<file path="config.mk">
export PLATFORM = sky130hd
export DESIGN_NAME = audio_frame_timestamp_calc
export DESIGN_NICKNAME = d
export VERILOG_FILES = /design/src/rtl/afts_pkg.sv /design/src/rtl/afts_ctrl.sv /design/src/rtl/afts_dp.sv /design/src/rtl/audio_frame_timestamp_calc.sv
export SDC_FILE = /design/constraint.sdc
export NUM_CORES = 2
export LEC_CHECK = 0
export BUFFER_PORTS_ARGS = -buffer_cell sky130_fd_sc_hd__buf_2
export CORE_MARGIN = 2
export CORE_UTILIZATION = 70
export DETAILED_ROUTE_END_ITERATION = 16
export PLACE_DENSITY = 0.88
export SYNTH_ARGS = -nofsm -noshare
export SYNTH_HDL_FRONTEND = slang
export SYNTH_SLANG_ARGS = --single-unit
</file>
<file path="constraint.sdc">
create_clock -name clk_i -period 15.7 [get_ports clk_i]
set_input_delay 3.14 -clock clk_i [delete_from_list [all_inputs] [get_ports clk_i]]
set_output_delay 3.14 -clock clk_i [all_outputs]
set_load 0.01 [all_outputs]
</file>
<file path="src/rtl/afts_pkg.sv">
// Shared types and constants for the audio frame timestamp block.
// Used by the controller, the datapath and the top level.
package afts_pkg;

  localparam int NowW   = 63;
  localparam int CntW   = 48;
  localparam int RateW  = 20;
  localparam int FlenW  = 17;
  localparam int TolW   = 32;
  localparam int NsW    = 30;
  localparam int ProdW  = CntW + NsW;
  localparam int DivSteps = ProdW / 2;
  localparam int StepW  = $clog2(DivSteps);
  localparam int CfgIdxW = 3;
  localparam int CfgDataW = 63;

  localparam logic [NsW-1:0] NsPerSec = NsW'(1000000000);

  typedef enum logic [CfgIdxW-1:0] {
    REG_SAMPLING_RATE = 3'd0,
    REG_FRAME_LENGTH  = 3'd1,
    REG_TOLERANCE_NS  = 3'd2,
    REG_START_NS      = 3'd3
  } cfg_reg_e;

  typedef enum logic [2:0] {
    ST_IDLE,
    ST_MUL_LO,
    ST_MUL_HI,
    ST_DIV,
    ST_SUM,
    ST_DRIFT,
    ST_CHECK,
    ST_FINISH
  } state_e;

  typedef struct packed {
    logic load;
    logic mul_lo;
    logic mul_hi;
    logic div_step;
    logic sum;
    logic drift;
    logic check;
    logic finish;
  } ctrl_cmd_t;

  typedef struct packed {
    logic div_last;
  } ctrl_sts_t;

endpackage

</file>
<file path="src/rtl/afts_ctrl.sv">
// Sequencer for the timestamp datapath and owner of the output valid flag.
// Depends on afts_pkg.
module afts_ctrl import afts_pkg::*; (
  input  logic      clk_i,
  input  logic      rst_ni,
  input  logic      in_valid_i,
  output logic      in_stall_o,
  output logic      out_valid_o,
  input  logic      out_stall_i,
  input  ctrl_sts_t sts_i,
  output ctrl_cmd_t cmd_o
);

  state_e state_q, state_d;
  logic   out_valid_q, out_valid_d;

  always_ff @(posedge clk_i or negedge rst_ni) begin
    if (!rst_ni) begin
      state_q     <= ST_IDLE;
      out_valid_q <= 1'b0;
    end else begin
      state_q     <= state_d;
      out_valid_q <= out_valid_d;
    end
  end

  always_comb begin
    state_d     = state_q;
    cmd_o       = '0;
    in_stall_o  = (state_q != ST_IDLE);
    out_valid_d = out_valid_q && out_stall_i;
    case (state_q)
      ST_IDLE: begin
        if (in_valid_i) begin
          cmd_o.load = 1'b1;
          state_d    = ST_MUL_LO;
        end
      end
      ST_MUL_LO: begin
        cmd_o.mul_lo = 1'b1;
        state_d      = ST_MUL_HI;
      end
      ST_MUL_HI: begin
        cmd_o.mul_hi = 1'b1;
        state_d      = ST_DIV;
      end
      ST_DIV: begin
        cmd_o.div_step = 1'b1;
        if (sts_i.div_last) begin
          state_d = ST_SUM;
        end
      end
      ST_SUM: begin
        cmd_o.sum = 1'b1;
        state_d   = ST_DRIFT;
      end
      ST_DRIFT: begin
        cmd_o.drift = 1'b1;
        state_d     = ST_CHECK;
      end
      ST_CHECK: begin
        cmd_o.check = 1'b1;
        state_d     = ST_FINISH;
      end
      ST_FINISH: begin
        // hold the result until the output register is free
        if (!out_valid_q || !out_stall_i) begin
          cmd_o.finish = 1'b1;
          out_valid_d  = 1'b1;
          state_d      = ST_IDLE;
        end
      end
      default: begin
        state_d = ST_IDLE;
      end
    endcase
  end

  assign out_valid_o = out_valid_q;

`ifndef SYNTHESIS
  a_rise_from_finish: assert property (@(posedge clk_i) disable iff (!rst_ni)
    $rose(out_valid_q) |-> $past(state_q == ST_FINISH))
    else $error("output valid rose outside of finish");

  a_no_overwrite: assert property (@(posedge clk_i) disable iff (!rst_ni)
    cmd_o.finish |-> (!out_valid_q || !out_stall_i))
    else $error("result written over a stalled item");
`endif

endmodule

</file>
<file path="src/rtl/afts_dp.sv">
// Datapath: sample count, count-to-ns multiply, radix-4 restoring divider,
// saturating sum, drift check and the output register. Depends on afts_pkg.
module afts_dp import afts_pkg::*; (
  input  logic             clk_i,
  input  logic             rst_ni,
  input  ctrl_cmd_t        cmd_i,
  output ctrl_sts_t        sts_o,
  input  logic [NowW-1:0]  now_ns_i,
  input  logic [RateW-1:0] rate_i,
  input  logic [FlenW-1:0] frame_len_i,
  input  logic [TolW-1:0]  tol_i,
  input  logic [NowW-1:0]  start_i,
  output logic [NowW-1:0]  stamp_ns_o,
  output logic             was_reset_o
);

  logic [CntW-1:0]  count_q, count_d;
  logic [NowW-1:0]  base_q, base_d;
  logic             primed_q, primed_d;
  logic [NowW-1:0]  now_q;
  logic [ProdW-1:0] dq_q, dq_d;
  logic [RateW-1:0] rem_q, rem_d;
  logic [StepW-1:0] step_q, step_d;
  logic [NowW-1:0]  stamp_q;
  logic signed [63:0] diff_q;
  logic             over_q;
  logic [NowW-1:0]  out_stamp_q;
  logic             out_reset_q;

  logic [2*NsW+1:0]     prod_lo;
  logic [CntW-32+NsW-1:0] prod_hi;
  logic [RateW:0]       r1, r2;
  logic [RateW-1:0]     r1s, r2s;
  logic                 ge1, ge2;
  logic [ProdW:0]       sum;
  logic signed [63:0]   tol_s;

  assign prod_lo = count_q[31:0] * NsPerSec;
  assign prod_hi = count_q[CntW-1:32] * NsPerSec;

  // two quotient bits per cycle; the remainder stays below the divisor
  always_comb begin
    r1  = {rem_q, dq_q[ProdW-1]};
    ge1 = (r1 >= {1'b0, rate_i});
    r1s = ge1 ? RateW'(r1 - {1'b0, rate_i}) : r1[RateW-1:0];
    r2  = {r1s, dq_q[ProdW-2]};
    ge2 = (r2 >= {1'b0, rate_i});
    r2s = ge2 ? RateW'(r2 - {1'b0, rate_i}) : r2[RateW-1:0];
  end

  assign sum   = {{(ProdW-NowW+1){1'b0}}, base_q} + {1'b0, dq_q};
  assign tol_s = $signed({32'b0, tol_i});

  always_comb begin
    count_d  = count_q;
    base_d   = base_q;
    primed_d = primed_q;
    dq_d     = dq_q;
    rem_d    = rem_q;
    step_d   = step_q;
    if (cmd_i.load) begin
      count_d = count_q + {{(CntW-FlenW){1'b0}}, frame_len_i};
      if (!primed_q) begin
        base_d   = start_i;
        primed_d = 1'b1;
      end
    end
    if (cmd_i.mul_lo) begin
      dq_d   = {{(ProdW-2*NsW-2){1'b0}}, prod_lo};
      rem_d  = '0;
      step_d = '0;
    end
    if (cmd_i.mul_hi) begin
      dq_d = dq_q + {prod_hi, 32'b0};
    end
    if (cmd_i.div_step) begin
      dq_d   = {dq_q[ProdW-3:0], ge1, ge2};
      rem_d  = r2s;
      step_d = step_q + 1'b1;
    end
    if (cmd_i.finish && over_q) begin
      base_d  = now_q;
      count_d = '0;
    end
  end

  always_ff @(posedge clk_i or negedge rst_ni) begin
    if (!rst_ni) begin
      count_q  <= '0;
      base_q   <= '0;
      primed_q <= 1'b0;
    end else begin
      count_q  <= count_d;
      base_q   <= base_d;
      primed_q <= primed_d;
    end
  end

  always_ff @(posedge clk_i) begin
    dq_q   <= dq_d;
    rem_q  <= rem_d;
    step_q <= step_d;
    if (cmd_i.load) begin
      now_q <= now_ns_i;
    end
    if (cmd_i.sum) begin
      // saturate to the largest 63-bit time
      stamp_q <= (|sum[ProdW:NowW]) ? '1 : sum[NowW-1:0];
    end
    if (cmd_i.drift) begin
      diff_q <= $signed({1'b0, now_q}) - $signed({1'b0, stamp_q});
    end
    if (cmd_i.check) begin
      over_q <= (diff_q > tol_s) || (diff_q < -tol_s);
    end
    if (cmd_i.finish) begin
      out_stamp_q <= over_q ? now_q : stamp_q;
      out_reset_q <= over_q;
    end
  end

  assign sts_o.div_last = (step_q == StepW'(DivSteps - 1));
  assign stamp_ns_o     = out_stamp_q;
  assign was_reset_o    = out_reset_q;

`ifndef SYNTHESIS
  a_rem_below_rate: assert property (@(posedge clk_i) disable iff (!rst_ni)
    cmd_i.div_step |-> (rem_q < rate_i))
    else $error("divider remainder not below divisor");

  a_rebase: assert property (@(posedge clk_i) disable iff (!rst_ni)
    (cmd_i.finish && over_q) |=> (base_q == out_stamp_q) && (count_q == '0))
    else $error("drift reset did not rebase the count");
`endif

endmodule

</file>
<file path="src/rtl/audio_frame_timestamp_calc.sv">
// Audio frame timestamp calculator: configuration registers, controller and
// datapath. Depends on afts_pkg, afts_ctrl and afts_dp.
//
// Usage:
//   Input channel (in_valid_i / in_stall_o / now_ns_i) takes one frame per
//   item with the clock time of its capture. Output channel (out_valid_o /
//   out_stall_i / stamp_ns_o / was_reset_o) returns one timestamp per frame.
//   Configuration writes (cfg_valid_i / cfg_ready_o / cfg_index_i / cfg_data_i)
//   are always taken; index 0 sampling rate, 1 frame length, 2 tolerance,
//   3 start time; other indexes are ignored. Write them while idle.
//   The frame work is dominated by the 39-step radix-4 divider that turns
//   count * 1e9 into nanoseconds over the sampling rate.
//   The input stalls while a frame is in work; the result sits in an output
//   register, so a new frame is accepted while an old result waits. If the
//   receiver stalls, the finished frame holds in the last step until the
//   output register frees.
//   Reset clears the sample count and reloads the default registers; the
//   first frame after reset takes its base time from the start register.
module audio_frame_timestamp_calc import afts_pkg::*; (
  input  logic                clk_i,
  input  logic                rst_ni,
  input  logic                in_valid_i,
  output logic                in_stall_o,
  input  logic [NowW-1:0]     now_ns_i,
  output logic                out_valid_o,
  input  logic                out_stall_i,
  output logic [NowW-1:0]     stamp_ns_o,
  output logic                was_reset_o,
  input  logic                cfg_valid_i,
  output logic                cfg_ready_o,
  input  logic [CfgIdxW-1:0]  cfg_index_i,
  input  logic [CfgDataW-1:0] cfg_data_i
);

  logic [RateW-1:0] rate_reg_q;
  logic [FlenW-1:0] flen_q;
  logic [TolW-1:0]  tol_q;
  logic [NowW-1:0]  start_q;
  logic [RateW-1:0] rate;
  ctrl_cmd_t        cmd;
  ctrl_sts_t        sts;

  assign cfg_ready_o = 1'b1;

  always_ff @(posedge clk_i or negedge rst_ni) begin
    if (!rst_ni) begin
      rate_reg_q <= RateW'(16000);
      flen_q     <= FlenW'(1024);
      tol_q      <= TolW'(500000000);
      start_q    <= '0;
    end else if (cfg_valid_i && cfg_ready_o) begin
      case (cfg_index_i)
        REG_SAMPLING_RATE: rate_reg_q <= cfg_data_i[RateW-1:0];
        REG_FRAME_LENGTH:  flen_q     <= cfg_data_i[FlenW-1:0];
        REG_TOLERANCE_NS:  tol_q      <= cfg_data_i[TolW-1:0];
        REG_START_NS:      start_q    <= cfg_data_i[NowW-1:0];
        default: begin
        end
      endcase
    end
  end

  // treat a zero rate as one
  assign rate = (rate_reg_q == '0) ? RateW'(1) : rate_reg_q;

  afts_ctrl u_ctrl (
    .clk_i       (clk_i),
    .rst_ni      (rst_ni),
    .in_valid_i  (in_valid_i),
    .in_stall_o  (in_stall_o),
    .out_valid_o (out_valid_o),
    .out_stall_i (out_stall_i),
    .sts_i       (sts),
    .cmd_o       (cmd)
  );

  afts_dp u_dp (
    .clk_i       (clk_i),
    .rst_ni      (rst_ni),
    .cmd_i       (cmd),
    .sts_o       (sts),
    .now_ns_i    (now_ns_i),
    .rate_i      (rate),
    .frame_len_i (flen_q),
    .tol_i       (tol_q),
    .start_i     (start_q),
    .stamp_ns_o  (stamp_ns_o),
    .was_reset_o (was_reset_o)
  );

endmodule
</file>
Word level (Yosys, flattened, before mapping)
Cells that the tools add are included.
- div/mod/pow operators: 0
- add/sub/neg operators: 8
- multiply operators: 2
- reduce and logical (&&, ||, !) cells: 20
- order comparisons: 4
- shift-type cells: 0
- eq/ne operators: 15
- mux-type cells: 32
- bitwise gates (word level): 0
- operators with widths (kind ; count):
    $mux W63 ; 4
    $mux W78 ; 3
    $mux W20 ; 5
    $mux W48 ; 2
    $add A63 B78 Y79 ; 1
    $add A78 B78 Y78 ; 1
    $gt A64 B33 Y1 ; 1
    $lt A64 B64 Y1 ; 1
    $neg A32 Y64 ; 1
    $sub A63 B63 Y64 ; 1
    $mul A32 B21 Y53 const B ; 1
    $add A48 B17 Y48 ; 1
    $ge A21 B20 Y1 ; 2
    $sub A20 B20 Y20 ; 2
    $mul A16 B21 Y37 const B ; 1
    $pmux W3 S8 ; 1
    $logic_not A20 Y1 ; 1
    $reduce_or A16 Y1 ; 1
    $eq A3 B2 Y1 const B ; 4
    $eq A3 B3 Y1 const B ; 4
    $mux W1 ; 12
    $mux W6 ; 2
    $reduce_and A2 Y1 ; 5
    $mux W3 ; 3
    12 further kinds ; 21
- input port bits: 134
- memories: 0
- latch bits: 0
- output and inout port bits: 67
- logic and storage cells: 99
- register bits after elaboration: 607
- memory bits (writable): 0
- ROM bits: 0

Longest topological paths before layout
- depth after elaboration: 7
- depth in mapped cells: 36
- depth with buffers taken out: 36

Hierarchy
A second synthesis with hierarchy kept.
- cell total of the unflattened synthesis: 5847
- area, all modules: 58038.2 µm²
- modules (own cells, without submodules) (module ; sequential area each (µm²) ; area each (µm²) ; times used ; cells each):
    afts_dp ; 13583.0 ; 52420.3 ; 1 ; 5505
    audio_frame_timestamp_calc ; 3328.2 ; 5348.9 ; 1 ; 312
    afts_ctrl ; 100.1 ; 269.0 ; 1 ; 30

Worst setup path after synthesis
No wires, ideal clock.
- kind: register -> register
- from: register u_dp.count_q[37]
- to: register u_dp.dq_q[77], data pin
- required time: 15.547 ns
- path slack: 7.793 ns
- data arrival time: 7.754 ns
- buffers on the path: 1
- period minus slack after synthesis: 7.907 ns
- setup time: 0.153 ns
- stages on the path, launching flop included: 33
- cell sequence: dfrtp_1 inv_1 ha_1 inv_1 fa_1 inv_1 fa_1 fa_1 fa_1 fa_1 inv_1 ha_1 nand3_1 nand2_1 nor4_1 o21ai_0 a21oi_1 o21ai_0 a21oi_1 xnor2_1 ha_1 clkbuf_1 o21ai_0 a21oi_1 a221oi_1 o21ai_0 a2111oi_0 nor2_1 a41o_1 o31ai_1 a21oi_1 xnor3_1 o21ai_0
- longest elaborated chain between the ends: 4
- RTL lines (item ; RTL line ; source):
    from (decl) ; afts_dp.sv:17 ; logic [CntW-1:0] count_q, count_d;
    from (signal assigned) ; afts_dp.sv:93 ; count_q <= count_d;
    $mul A16 B21 Y37 ; afts_dp.sv:39 ; assign prod_hi = count_q[CntW-1:32] * NsPerSec;
    $add A78 B78 Y78 ; afts_dp.sv:74 ; dq_d = dq_q + {prod_hi, 32'b0};
    $mux W78 ; afts_dp.sv:73 ; if (cmd_i.mul_hi) begin
    $mux W78 ; afts_dp.sv:76 ; if (cmd_i.div_step) begin
    via u_dp.dq_d[77] ; afts_dp.sv:21 ; logic [ProdW-1:0] dq_q, dq_d;
    to (signal assigned) ; afts_dp.sv:100 ; dq_q <= dq_d;
    to (decl) ; afts_dp.sv:21 ;
The timed path passes the listed nets, and every way through them passes these cells.
A chain may end at the register's enable or synchronous reset.

Final worst setup path
Same ends and word-level chain as after synthesis.

==> flow_metrics.env <==
export IMPL_status="completed"
export IMPL_clock_root_buffer="clkbuf_16"
export IMPL_synth_seq_cells=607
export IMPL_period_share_pct=55.1
export IMPL_track_usage_pct=38.6
export IMPL_die_h_um=292
export IMPL_cts_made_buffers=68
export IMPL_num_nets_final=7353
export IMPL_r2r_start="u_dp.count_q[37]"
export IMPL_startpoint="u_dp.count_q[37]"
export IMPL_via_count=45773
export IMPL_overflow=0
export IMPL_postLayoutCoreUtil_pct=76.2
export IMPL_worst_slew_pin_slew_ps=1380
export IMPL_dr_pass1_iters=6
export IMPL_clk_latency_ps=660
export IMPL_grt_pass1_vias=45624
export IMPL_slew_viol_final=0
export IMPL_synthTopCellsByCount="inv_1 (772), ha_1 (740), nand2_1 (474)"
export IMPL_core_area_mm2=0.0822
export IMPL_hold_viol_final=0
export IMPL_drt_iter0_markers=4635
export IMPL_synth_async_reset_ratio_pct=40.9
export IMPL_yosysMostFrequentCell="inv_1"
export IMPL_ys_flop_type="edfxtp_1"
export IMPL_synth_top_cell_by_area="edfxtp_1"
export IMPL_yosys_area_share_adder_pct=31.2
export IMPL_cts_tree="built"
export IMPL_period_minus_slack_ps=8650
export IMPL_max_slew_margin_rel_pct=7.55
export IMPL_hold_buffers=0
export IMPL_synth_compound_area_share_pct=13.2
export IMPL_max_freq_mhz=116
export IMPL_cts_resized_gates=0
export IMPL_dp_cells=7033
export IMPL_final_cell_area_mm2=0.0626
export IMPL_htree_levels=3
export IMPL_cts_setup_buffers=0
export IMPL_max_stage_delay_ps=570
export IMPL_critPathKind="reg2reg"
export IMPL_finalNonFillerCells=7166
export IMPL_clkTransAtPathRegs_ps=60
export IMPL_skew_ps=27.5
export IMPL_finalSetupViolations=0
export IMPL_num_io_pins=201
export IMPL_crit_path_top_delay_cell="dfrtp_1"
export IMPL_yosys_top_cells_area="edfxtp_1 (19%), ha_1 (16%), fa_1 (15%), dfrtp_1 (9.8%), inv_1 (5.0%)"
export IMPL_cp_start_kind="flop"
export IMPL_cts_sinks=607
export IMPL_postSynthAreaPerCell_um2=9.89
export IMPL_synth_top_family_by_area="adder cells"
export IMPL_drive_above_1_share_pct=9.25
export IMPL_nFillCells=5510
export IMPL_rows=105
export IMPL_postSynthCellCount=5886
export IMPL_synth_simple_area_share_pct=12.2
export IMPL_antenna_found_initial=7
export IMPL_drc_errors=0
export IMPL_worstHoldStart="start_q[44]"
export IMPL_rsz0062_at_grt="false"
export IMPL_die_width_um=292
export IMPL_place_hpwl_um=130000
export IMPL_synthXorXnorAreaFrac_pct=4.78
export IMPL_port_buffers=199
export IMPL_via_per_inst=6.39
export IMPL_seq_area_frac_synth_pct=29.2
export IMPL_post_dp_cell_area_mm2=0.0602
export IMPL_synth_top_area_share_pct=18.5
export IMPL_area_delta_synth_final_pct=7.60
export IMPL_netlist_area_mm2=0.0582
export IMPL_critPathCaptureType="flop"
export IMPL_ant_nets=0
export IMPL_grt_max_degree=125
export IMPL_required_ps=16170
export IMPL_place_congestion=1.01
export IMPL_syn_nets=7206
export IMPL_grt_pass1_wl_um=257000
export IMPL_synth_edf_count=359
export IMPL_yosys_mux_area_fraction_pct=3.27
export IMPL_die_area_mm2=0.0855
export IMPL_initial_core_util_pct=70.8
export IMPL_crit_path_max_fanout=8
export IMPL_yosysUniqueCellTypes=101
export IMPL_clock_path_buffers=3
export IMPL_wire_per_inst_um=23.1
export IMPL_drt_wl_total_um=165000
export IMPL_yosys_warnings=0
export IMPL_max_cap_violations=0
export IMPL_finalSetupTns_ps=0
export IMPL_holdCritPathClass="reg2reg"
export IMPL_arrival_ps=9120
logic make-up (layout without fill, tap and decap cells):
kind of cell,Yosys count,count (layout)
buf+inv,928,1131
other cells,1,8
compound gates,1251,1251
xor+xnor,316,316
simple gates,1418,1418
mux,179,179
fa+ha+maj,1186,1186
flops,607,607
worst max-delay path: cells and delay by family, from the launching register on:
kind | cells | cell delay, ps
adders and majority gates | 8 | 3590
buffers and inverters | 4 | 400
xor gates and xnor gates | 2 | 480
and+or+nand+nor | 4 | 700
AOI/OAI and AO/OA | 13 | 2760
DFF | 1 | 570
cell type report:
cell class | instances | area, µm² | share of cell area [%]
Clock inverter | 33 | 475 | 0.759
Sequential cell | 607 | 17000 | 27.2
Tap cell | 1070 | 1340 | 2.14
Multi-Input combinational cell | 4351 | 37700 | 60.2
Clock buffer | 93 | 1910 | 3.04
Timing Repair Buffer | 232 | 1250 | 2.00
Inverter | 773 | 2900 | 4.63
Antenna cell | 7 | 17.5 | 0.0280
routing by layer:
layer / vias to the layer above / global-route usage (%) / wire [µm]
met5: - / 0 / 37
met1: 22272 / 53.9 / 67600
met3: 433 / 7.56 / 16500
met2: 2287 / 60.5 / 74600
met4: 6 / 14.3 / 6690
li1: 20775 / - / -
path summary, 6_finish.rpt:
check / to / slack (ps) / depth (start not counted)
hold / removal: start_q[44] / 500 / 1
max in group asynchronous: tol_q[2] / 11240 / 3
setup reg to reg: u_dp.dq_q[77] / 7050 / 31
setup / recovery: u_dp.dq_q[77] / 7050 / 31
min in group asynchronous: u_dp.count_q[45] / 2520 / 1
hold reg to reg: start_q[44] / 500 / 1
sequential cells by signal (all words and copies together) (netlist names), 3 cells and up:
| name | cells |
|---|---|
| flen_q | 17 |
| rate_reg_q | 20 |
| start_q | 63 |
| tol_q | 32 |
| u_ctrl.state_q | 3 |
| u_dp.base_q | 63 |
| u_dp.count_q | 48 |
| u_dp.diff_q | 64 |
| u_dp.dq_q | 78 |
| u_dp.now_q | 63 |
| u_dp.rem_q | 20 |
| u_dp.stamp_ns_o | 63 |
| u_dp.stamp_q | 63 |
| u_dp.step_q | 6 |
through the flow:
step / hold WS (ps) / setup slack (ps)
finish: 504 / 7050
global route: 516 / 6240
detailed placement: 494 / 7080
floorplan: 424 / 7790
CTS: 505 / 7030
global placement: 486 / 7200
placed cells by master (no fill, tap or decap), types with 42 or more instances in the layout:
master and count:
nand2_1 474, fa_1 446, nor2_1 301, mux2_2 88, nand3_1 98, clkbuf_16 69, nor2b_1 42, edfxtp_1 359
mux2i_1 91, xnor2_1 206, xor2_1 109, nand3_2 55, dfrtp_1 228, nor3_1 61, nand4_1 92, nor4_1 61
inv_1 770, o21a_1 48, o21ai_0 436, a21o_1 139, o21bai_1 53, buf_2 198, a21oi_1 304, nand2b_1 67
ha_1 740
Power is not shown: default switching activity piles up to over one toggle a cycle in this logic, so the estimate is an artifact.
